$ cat config.mk
export PLATFORM = sky130hd
export DESIGN_NAME = breakpoint_address_table
export DESIGN_NICKNAME = d
export VERILOG_FILES = /design/src/rtl/bat_pkg.sv /design/src/rtl/bat_ram.sv /design/src/rtl/breakpoint_address_table.sv
export VERILOG_INCLUDE_DIRS = /design/src /design/src/rtl
export SDC_FILE = /design/constraint.sdc
export NUM_CORES = 2
export LEC_CHECK = 0
export ABC_CLOCK_PERIOD_IN_PS = 11600
export BUFFER_PORTS_ARGS = -buffer_cell sky130_fd_sc_hd__buf_4
export CAP_MARGIN = 10
export CORE_UTILIZATION = 35
export CTS_CLUSTER_SIZE = 10
export DETAILED_ROUTE_END_ITERATION = 10
export GPL_TIMING_DRIVEN = 1
export PLACE_DENSITY = 0.58
export SLEW_MARGIN = 10
export SYNTH_ARGS = -nofsm -noshare
export SYNTH_HDL_FRONTEND = slang
export SYNTH_SLANG_ARGS = --single-unit
$ cat constraint.sdc
create_clock -name clock -period 11.6 [get_ports clock]
set_input_delay 0.58 -clock clock [delete_from_list [all_inputs] [get_ports clock]]
set_output_delay 0.58 -clock clock [all_outputs]
set_load 0.01 [all_outputs]
$ cat src/rtl/breakpoint_address_table_defines.svh
// assertion macros for the breakpoint address table
`ifndef BREAKPOINT_ADDRESS_TABLE_DEFINES_SVH
`define BREAKPOINT_ADDRESS_TABLE_DEFINES_SVH

// checked at every clock edge outside reset
`define BAT_ASSERT(lbl, prop, msg) \
   lbl: assert property (@(posedge clock) disable iff (reset) (prop)) else $error(msg);

// checked at every clock edge, reset included
`define BAT_ASSERT_ALWAYS(lbl, prop, msg) \
   lbl: assert property (@(posedge clock) (prop)) else $error(msg);

`endif

$ cat src/rtl/bat_pkg.sv
// types and codes shared by the breakpoint address table files
`timescale 1ns / 1ps
`default_nettype none

package bat_pkg;

   // request function codes
   localparam logic [2:0] FUNC_SET     = 3'd0;
   localparam logic [2:0] FUNC_REMOVE  = 3'd1;
   localparam logic [2:0] FUNC_ENABLE  = 3'd2;
   localparam logic [2:0] FUNC_DISABLE = 3'd3;
   localparam logic [2:0] FUNC_TRAP    = 3'd4;
   localparam logic [2:0] FUNC_LIST    = 3'd5;

   // response status codes
   localparam logic [1:0] STATUS_OK        = 2'd0;
   localparam logic [1:0] STATUS_NOT_FOUND = 2'd1;
   localparam logic [1:0] STATUS_FULL      = 2'd2;
   localparam logic [1:0] STATUS_EMPTY     = 2'd3;

   // code patch actions
   localparam logic [1:0] PATCH_NONE    = 2'd0;
   localparam logic [1:0] PATCH_TRAP    = 2'd1;
   localparam logic [1:0] PATCH_RESTORE = 2'd2;

   localparam logic [31:0] NUMBER_MAX = 32'hFFFF_FFFF;

   typedef struct packed {
      logic [2:0]  func;
      logic [63:0] addr;
   } req_type;

   typedef struct packed {
      logic [1:0]  status;
      logic [31:0] entry_number;
      logic [63:0] entry_address;
      logic        entry_enabled;
      logic [1:0]  code_patch;
      logic        last;
   } rsp_type;

   // one stored table entry
   typedef struct packed {
      logic [63:0] addr;
      logic [31:0] number;
      logic        enabled;
   } entry_type;

   typedef enum logic [2:0] {
      ST_IDLE,
      ST_SCAN_RD,
      ST_SCAN_CHK,
      ST_SHIFT_RD,
      ST_SHIFT_WR,
      ST_LIST_RD,
      ST_LIST_OUT
   } state_type;

endpackage

`default_nettype wire

$ cat src/rtl/bat_ram.sv
// generic single write port, single read port ram with registered read
`timescale 1ns / 1ps
`default_nettype none

module bat_ram #(
   parameter int WIDTH = 97,
   parameter int DEPTH = 16,
   localparam int AW = (DEPTH > 1) ? $clog2(DEPTH) : 1
) (
   input  wire logic             clock,
   input  wire logic             wr_en,
   input  wire logic [AW-1:0]    wr_addr,
   input  wire logic [WIDTH-1:0] wr_data,
   input  wire logic             rd_en,
   input  wire logic [AW-1:0]    rd_addr,
   output logic      [WIDTH-1:0] rd_data
);

   logic [WIDTH-1:0] mem_ff [DEPTH];
   logic [WIDTH-1:0] rd_data_ff;

   // write port
   always_ff @(posedge clock) begin
      if (wr_en) begin
         mem_ff[wr_addr] <= wr_data;
      end
   end

   // registered read port
   always_ff @(posedge clock) begin
      if (rd_en) begin
         rd_data_ff <= mem_ff[rd_addr];
      end
   end

   assign rd_data = rd_data_ff;

endmodule

`default_nettype wire

$ cat src/rtl/breakpoint_address_table.sv
// breakpoint address table: entry ram, fill count, number counter and sequencer
// search: each entry visited is read, then compared with the key; a hit strobes the
// result, and a miss over all entries strobes it and frees busy together
// remove then moves each later entry down with a read and a write before busy drops
// list: each entry is read, then given as one result; an empty list answers in the cycle after accept
// sync reset empties the table and zeroes the number counter; results cannot stall
`timescale 1ns / 1ps
`default_nettype none

`include "breakpoint_address_table_defines.svh"

module breakpoint_address_table #(
   parameter int MAX_ENTRIES = 16
) (
   input  wire logic             clock,
   input  wire logic             reset,
   input  wire logic             start,
   output logic                  busy,
   input  wire bat_pkg::req_type req_payload,
   output logic                  rsp_strobe,
   output bat_pkg::rsp_type      rsp_payload
);

   localparam int AW = (MAX_ENTRIES > 1) ? $clog2(MAX_ENTRIES) : 1;
   localparam int CW = $clog2(MAX_ENTRIES + 1);
   localparam int EW = $bits(bat_pkg::entry_type);

   bat_pkg::state_type state_ff, state_in;
   logic [2:0]         func_ff, func_in;
   logic [63:0]        key_ff, key_in;
   logic [CW-1:0]      idx_ff, idx_in;
   logic [CW-1:0]      cnt_ff, cnt_in;
   logic [31:0]        num_ff, num_in;
   bat_pkg::rsp_type   rsp_ff, rsp_in;
   logic               rsp_valid_ff, rsp_valid_in;

   logic               ram_we;
   logic [AW-1:0]      ram_waddr;
   bat_pkg::entry_type ram_wdata;
   logic               ram_re;
   logic [AW-1:0]      ram_raddr;
   bat_pkg::entry_type ram_rdata;

   logic               accept;
   logic               hit;
   logic               cnt_full;
   logic               last_idx;
   logic [CW-1:0]      idx_next;
   logic [31:0]        new_num;

   // entry storage
   bat_ram #(
      .WIDTH (EW),
      .DEPTH (MAX_ENTRIES)
   ) u_ram (
      .clock   (clock),
      .wr_en   (ram_we),
      .wr_addr (ram_waddr),
      .wr_data (EW'(ram_wdata)),
      .rd_en   (ram_re),
      .rd_addr (ram_raddr),
      .rd_data (ram_rdata)
   );

   // shared decode
   assign busy     = (state_ff != bat_pkg::ST_IDLE);
   assign accept   = start && !busy;
   assign hit      = (ram_rdata.addr == key_ff);
   assign cnt_full = (cnt_ff == CW'(MAX_ENTRIES));
   assign idx_next = idx_ff + CW'(1);
   assign last_idx = (idx_next == cnt_ff);
   assign new_num  = (num_ff == bat_pkg::NUMBER_MAX) ? num_ff : num_ff + 32'd1;

   // next state
   always_comb begin
      state_in = state_ff;
      unique case (state_ff)
         bat_pkg::ST_IDLE: begin
            if (accept) begin
               unique case (req_payload.func)
                  bat_pkg::FUNC_SET, bat_pkg::FUNC_REMOVE, bat_pkg::FUNC_ENABLE,
                  bat_pkg::FUNC_DISABLE, bat_pkg::FUNC_TRAP: begin
                     state_in = bat_pkg::ST_SCAN_RD;
                  end
                  bat_pkg::FUNC_LIST: begin
                     state_in = (cnt_ff == '0) ? bat_pkg::ST_IDLE : bat_pkg::ST_LIST_RD;
                  end
                  default: begin
                     state_in = bat_pkg::ST_IDLE;
                  end
               endcase
            end
         end
         bat_pkg::ST_SCAN_RD: begin
            state_in = (idx_ff == cnt_ff) ? bat_pkg::ST_IDLE : bat_pkg::ST_SCAN_CHK;
         end
         bat_pkg::ST_SCAN_CHK: begin
            if (!hit) begin
               state_in = bat_pkg::ST_SCAN_RD;
            end else if (func_ff == bat_pkg::FUNC_REMOVE) begin
               state_in = bat_pkg::ST_SHIFT_RD;
            end else begin
               state_in = bat_pkg::ST_IDLE;
            end
         end
         bat_pkg::ST_SHIFT_RD: begin
            state_in = last_idx ? bat_pkg::ST_IDLE : bat_pkg::ST_SHIFT_WR;
         end
         bat_pkg::ST_SHIFT_WR: begin
            state_in = bat_pkg::ST_SHIFT_RD;
         end
         bat_pkg::ST_LIST_RD: begin
            state_in = bat_pkg::ST_LIST_OUT;
         end
         bat_pkg::ST_LIST_OUT: begin
            state_in = last_idx ? bat_pkg::ST_IDLE : bat_pkg::ST_LIST_RD;
         end
         default: begin
            state_in = bat_pkg::ST_IDLE;
         end
      endcase
   end

   // datapath, ram control and result
   always_comb begin
      func_in      = func_ff;
      key_in       = key_ff;
      idx_in       = idx_ff;
      cnt_in       = cnt_ff;
      num_in       = num_ff;
      rsp_in       = rsp_ff;
      rsp_valid_in = 1'b0;
      ram_we       = 1'b0;
      ram_waddr    = idx_ff[AW-1:0];
      ram_wdata    = ram_rdata;
      ram_re       = 1'b0;
      ram_raddr    = idx_ff[AW-1:0];

      unique case (state_ff)
         bat_pkg::ST_IDLE: begin
            if (accept) begin
               func_in = req_payload.func;
               key_in  = (req_payload.func == bat_pkg::FUNC_TRAP) ?
                         req_payload.addr - 64'd1 : req_payload.addr;
               idx_in  = '0;
               // empty list answers at once
               if (req_payload.func == bat_pkg::FUNC_LIST && cnt_ff == '0) begin
                  rsp_in       = '0;
                  rsp_in.status = bat_pkg::STATUS_EMPTY;
                  rsp_in.last  = 1'b1;
                  rsp_valid_in = 1'b1;
               end
            end
         end
         bat_pkg::ST_SCAN_RD: begin
            if (idx_ff == cnt_ff) begin
               // search missed
               rsp_in.entry_address = key_ff;
               rsp_in.last          = 1'b1;
               rsp_valid_in         = 1'b1;
               if (func_ff == bat_pkg::FUNC_SET && !cnt_full) begin
                  ram_we            = 1'b1;
                  ram_waddr         = cnt_ff[AW-1:0];
                  ram_wdata.addr    = key_ff;
                  ram_wdata.number  = new_num;
                  ram_wdata.enabled = 1'b1;
                  cnt_in            = cnt_ff + CW'(1);
                  num_in            = new_num;
                  rsp_in.status        = bat_pkg::STATUS_OK;
                  rsp_in.entry_number  = new_num;
                  rsp_in.entry_enabled = 1'b1;
                  rsp_in.code_patch    = bat_pkg::PATCH_TRAP;
               end else begin
                  rsp_in.status        = (func_ff == bat_pkg::FUNC_SET) ?
                                         bat_pkg::STATUS_FULL : bat_pkg::STATUS_NOT_FOUND;
                  rsp_in.entry_number  = '0;
                  rsp_in.entry_enabled = 1'b0;
                  rsp_in.code_patch    = bat_pkg::PATCH_NONE;
               end
            end else begin
               ram_re = 1'b1;
            end
         end
         bat_pkg::ST_SCAN_CHK: begin
            if (hit) begin
               rsp_in.status        = bat_pkg::STATUS_OK;
               rsp_in.entry_number  = ram_rdata.number;
               rsp_in.entry_address = key_ff;
               rsp_in.entry_enabled = ram_rdata.enabled;
               rsp_in.code_patch    = bat_pkg::PATCH_NONE;
               rsp_in.last          = 1'b1;
               rsp_valid_in         = 1'b1;
               unique case (func_ff)
                  bat_pkg::FUNC_SET, bat_pkg::FUNC_ENABLE: begin
                     ram_we               = 1'b1;
                     ram_wdata.enabled    = 1'b1;
                     rsp_in.entry_enabled = 1'b1;
                     rsp_in.code_patch    = bat_pkg::PATCH_TRAP;
                  end
                  bat_pkg::FUNC_DISABLE: begin
                     ram_we               = 1'b1;
                     ram_wdata.enabled    = 1'b0;
                     rsp_in.entry_enabled = 1'b0;
                     rsp_in.code_patch    = bat_pkg::PATCH_RESTORE;
                  end
                  bat_pkg::FUNC_REMOVE: begin
                     rsp_in.code_patch = bat_pkg::PATCH_RESTORE;
                  end
                  default: begin
                     rsp_in.code_patch = bat_pkg::PATCH_NONE;
                  end
               endcase
            end else begin
               idx_in = idx_next;
            end
         end
         bat_pkg::ST_SHIFT_RD: begin
            // close the gap left by the removed entry
            if (last_idx) begin
               cnt_in = cnt_ff - CW'(1);
            end else begin
               ram_re    = 1'b1;
               ram_raddr = idx_next[AW-1:0];
            end
         end
         bat_pkg::ST_SHIFT_WR: begin
            ram_we = 1'b1;
            idx_in = idx_next;
         end
         bat_pkg::ST_LIST_RD: begin
            ram_re = 1'b1;
         end
         bat_pkg::ST_LIST_OUT: begin
            rsp_in.status        = bat_pkg::STATUS_OK;
            rsp_in.entry_number  = ram_rdata.number;
            rsp_in.entry_address = ram_rdata.addr;
            rsp_in.entry_enabled = ram_rdata.enabled;
            rsp_in.code_patch    = bat_pkg::PATCH_NONE;
            rsp_in.last          = last_idx;
            rsp_valid_in         = 1'b1;
            idx_in               = idx_next;
         end
         default: begin
            rsp_valid_in = 1'b0;
         end
      endcase
   end

   // control registers
   always_ff @(posedge clock) begin
      if (reset) begin
         state_ff     <= bat_pkg::ST_IDLE;
         cnt_ff       <= '0;
         num_ff       <= '0;
         rsp_valid_ff <= 1'b0;
      end else begin
         state_ff     <= state_in;
         cnt_ff       <= cnt_in;
         num_ff       <= num_in;
         rsp_valid_ff <= rsp_valid_in;
      end
   end

   // payload registers
   always_ff @(posedge clock) begin
      func_ff <= func_in;
      key_ff  <= key_in;
      idx_ff  <= idx_in;
      rsp_ff  <= rsp_in;
   end

   assign rsp_strobe  = rsp_valid_ff;
   assign rsp_payload = rsp_ff;

   // checks
   `BAT_ASSERT(a_cnt_bound, cnt_ff <= CW'(MAX_ENTRIES), "fill count above table depth")
   `BAT_ASSERT(a_strobe_cause, rsp_strobe |-> $past(busy || start), "result without transaction")
   `BAT_ASSERT(a_write_busy, ram_we |-> busy, "table write while idle")
   `BAT_ASSERT(a_num_mono, !$past(reset) |-> (num_ff >= $past(num_ff)), "number counter went back")

endmodule

`default_nettype wire

==> results.cfg <==
[run_status]
status = completed

[timing]
finalHoldWorstSlack_ps = 77.9
fin_tns_setup_ps = 0
fmax_mhz = 156
min_period_over_period_pct = 55.4
finalHoldViolations = 0
slew_headroom_pct = 14.0
tightest_slew_ps = 1290
rsz0062_at_grt = no
slew_viol_final = 0
finalSetupViolations = 0
fin_skew_ps = 35.7
fin_crit_ps = 6430

[route]
drcViolationCount = 0
via_count = 50558
met2_length_um = 120000
avgRoutedWirePerCell_um = 31.0
viasPerCell = 6.22
wl_met1_um = 99500
first_iter_violations = 6641
antenna_left = 0
wl_met3_um = 20400
highest_layer = met5
drt-pass1-iter-count = 7
routed_wl_um = 252000

[clock_network]
path_clk_slew_ps = 60
cts_tree = yes
root_buffer = clkbuf_16
cts.sinks = 1864
numCtsBuffers = 209
cts_max_level = 4
clk_latency_ps = 860
clockBufferDepth = 3
postCtsSetupBuffers = 0

[critical_path]
cp_top_family = simple AND/OR/NAND/NOR gates
path_class = flop to flop
worst-endpoint-arrival_ps = 6880
path_cells = xor2_1 -> nor4_1 -> nand4_1 -> nor4_2 -> nand3b_1 -> nand2_1 -> nand2_1 -> nor2_4 -> buf_4 -> buf_4
crit_path_start_kind = flop
path_buf_inv = 2
max_stage_delay_ps = 950
crit_slowest_cell = nor4_2
crit_fanout = 42
worstSetupEndpointType = flop
crit_required_ps = 12050

[global_route]
first_global_vias = 48524
grt_max_degree = 192
grt-ovfl-total = 0
grt_pass1_wl_um = 354000
grt_usage_pct = 22.0
grt_antenna_before_repair = 8

[cells_and_area]
fill_cells = 19588
finalNetCount = 5283
layout.cells.non_filler = 8129
syn2layout_area_growth_pct = 13.6
drive_gt1_share_pct = 13.0
multi_input_area_mm2 = 0.0196
seqCellArea_mm2 = 0.0556

[placed_design]
place_hpwl_um = 137000
dpl.cell_count = 7846
gp_congestion = 0.874
io_buffers = 173

[floorplan]
die_h_um = 470
die_x_um = 470
initial_core_util_pct = 35.2
rows = 171
num_io_pins = 174
core_mm2 = 0.217
die_area_mm2 = 0.221

[synthesis]
ys_warn_count = 0
synth_edf_count = 1823
yosys.area.top_type = edfxtp_1
syn_nets = 5165
synth_cells = 5088
synth_ff_type = edfxtp_1
ys_async_sr_fraction_pct = 0
avgSynthCellArea_um2 = 15.0
seq_area_frac_synth_pct = 72.6
synth.most_common_cell = edfxtp_1
syn-cell-area_mm2 = 0.0765
synth_top_cells_by_count = edfxtp_1 (1823), o221ai_1 (547), o22ai_1 (503)
netlist.area_leader.share_pct = 71.5
ys_ff_latch = 1864
yosysUniqueCellTypes = 77
synth_area_leaders = edfxtp_1 (72%), o221ai_1 (6.3%), o22ai_1 (4.1%)

[pwr]
leakage_nw = 27.0
p_per_area_mw_per_mm2 = 169
ir_worst_vdd_mv = 0.143

[worst_hold_path]
hold_path_class = input pin to flop

[run]
drv_cap = 0
-- state kept, by name, summed over array words and instances (netlist names) --
| register | count |
|---|---|
| cnt_ff | 5 |
| func_ff | 3 |
| idx_ff | 5 |
| key_ff | 64 |
| num_ff | 32 |
| rsp_payload | 102 |
| rsp_strobe | 1 |
| state_ff | 3 |
| u_ram.mem_ff | 1552 |
| u_ram.rd_data | 97 |
-- cells in the final DEF (no fill, tap or decap), types with 71 or more instances in the layout --
cell type	instances
edfxtp_1	1823
o221ai_1	547
o22ai_1	503
nand2_1	312
buf_4	310
clkbuf_16	213
nor3_1	168
nor2_1	153
xor2_1	127
o21ai_0	107
o21a_1	90
a22oi_1	81
mux2i_1	71
-- layout make-up --
class                           count  share of cell area, %
Timing Repair Buffer              318                   2.83
Multi-Input combinational cell   2795                   22.5
Clock inverter                     19                  0.227
Inverter                           18                 0.0863
Antenna cell                       10                 0.0288
Tap cell                         2854                   4.11
Clock buffer                      251                   6.29
Sequential cell                  1864                   63.9
-- worst paths after layout --
kind	start	endpoint	slack (ps)	cells past startpoint
worst max-delay path	u_ram.rd_data[35]$_DFFE_PP_	u_ram.mem_ff[15][87]$_DFFE_PP_	5170	10
worst min-delay path	req_payload[37]	key_ff[37]$_DFFE_PP_	80	2
worst max register to register	u_ram.rd_data[35]$_DFFE_PP_	u_ram.mem_ff[15][87]$_DFFE_PP_	5170	10
worst min register to register	num_ff[8]$_SDFFE_PP0P_	num_ff[8]$_SDFFE_PP0P_	530	2
-- metal layers --
| layer | track usage [%] | vias up |
|---|---|---|
| met1 | 28.9 | 26168 |
| met4 | 10.5 | 6 |
| li1 | - | 21272 |
| met2 | 35.7 | 2640 |
| met5 | 0 | - |
| met3 | 3.53 | 472 |
-- per-stage QoR --
step	power (mW)	instance area [um^2]	util [%]	worst slack, ps
after floorplan	8.49	76500	-	2280
after global placement	9.02	81200	37.4	5480
after detailed placement	9.03	81200	37.4	5340
after CTS	14.8	86900	40.0	5300
after global routing	15.1	86900	40.0	5200
final	14.7	87000	40.0	5170
-- report_power, final --
| group | total, mW | internal, mW | switching, mW |
|---|---|---|---|
| registers | 7.60 | 7.55 | 0.0553 |
| clock network | 5.82 | 3.27 | 2.56 |
| logic | 1.31 | 0.398 | 0.909 |
| total | 14.7 | 11.2 | 3.52 |
-- what timing repair did --
item / CTS / global route
hold endpoints to repair: 3 / 0
gates resized for setup: 0 / 0
hold buffers: 3 / 0
-- cell families after synthesis --
logic type	share of synthesized area, %
AOI/OAI and AO/OA	15.2
xor gates and xnor gates	2.19
muxes	2.12
buffers and inverters	2.21
DFF	72.6
and+or+nand+nor	5.56
adders and majority gates	0.124
Note: power is estimated with default switching activity, not from simulation.
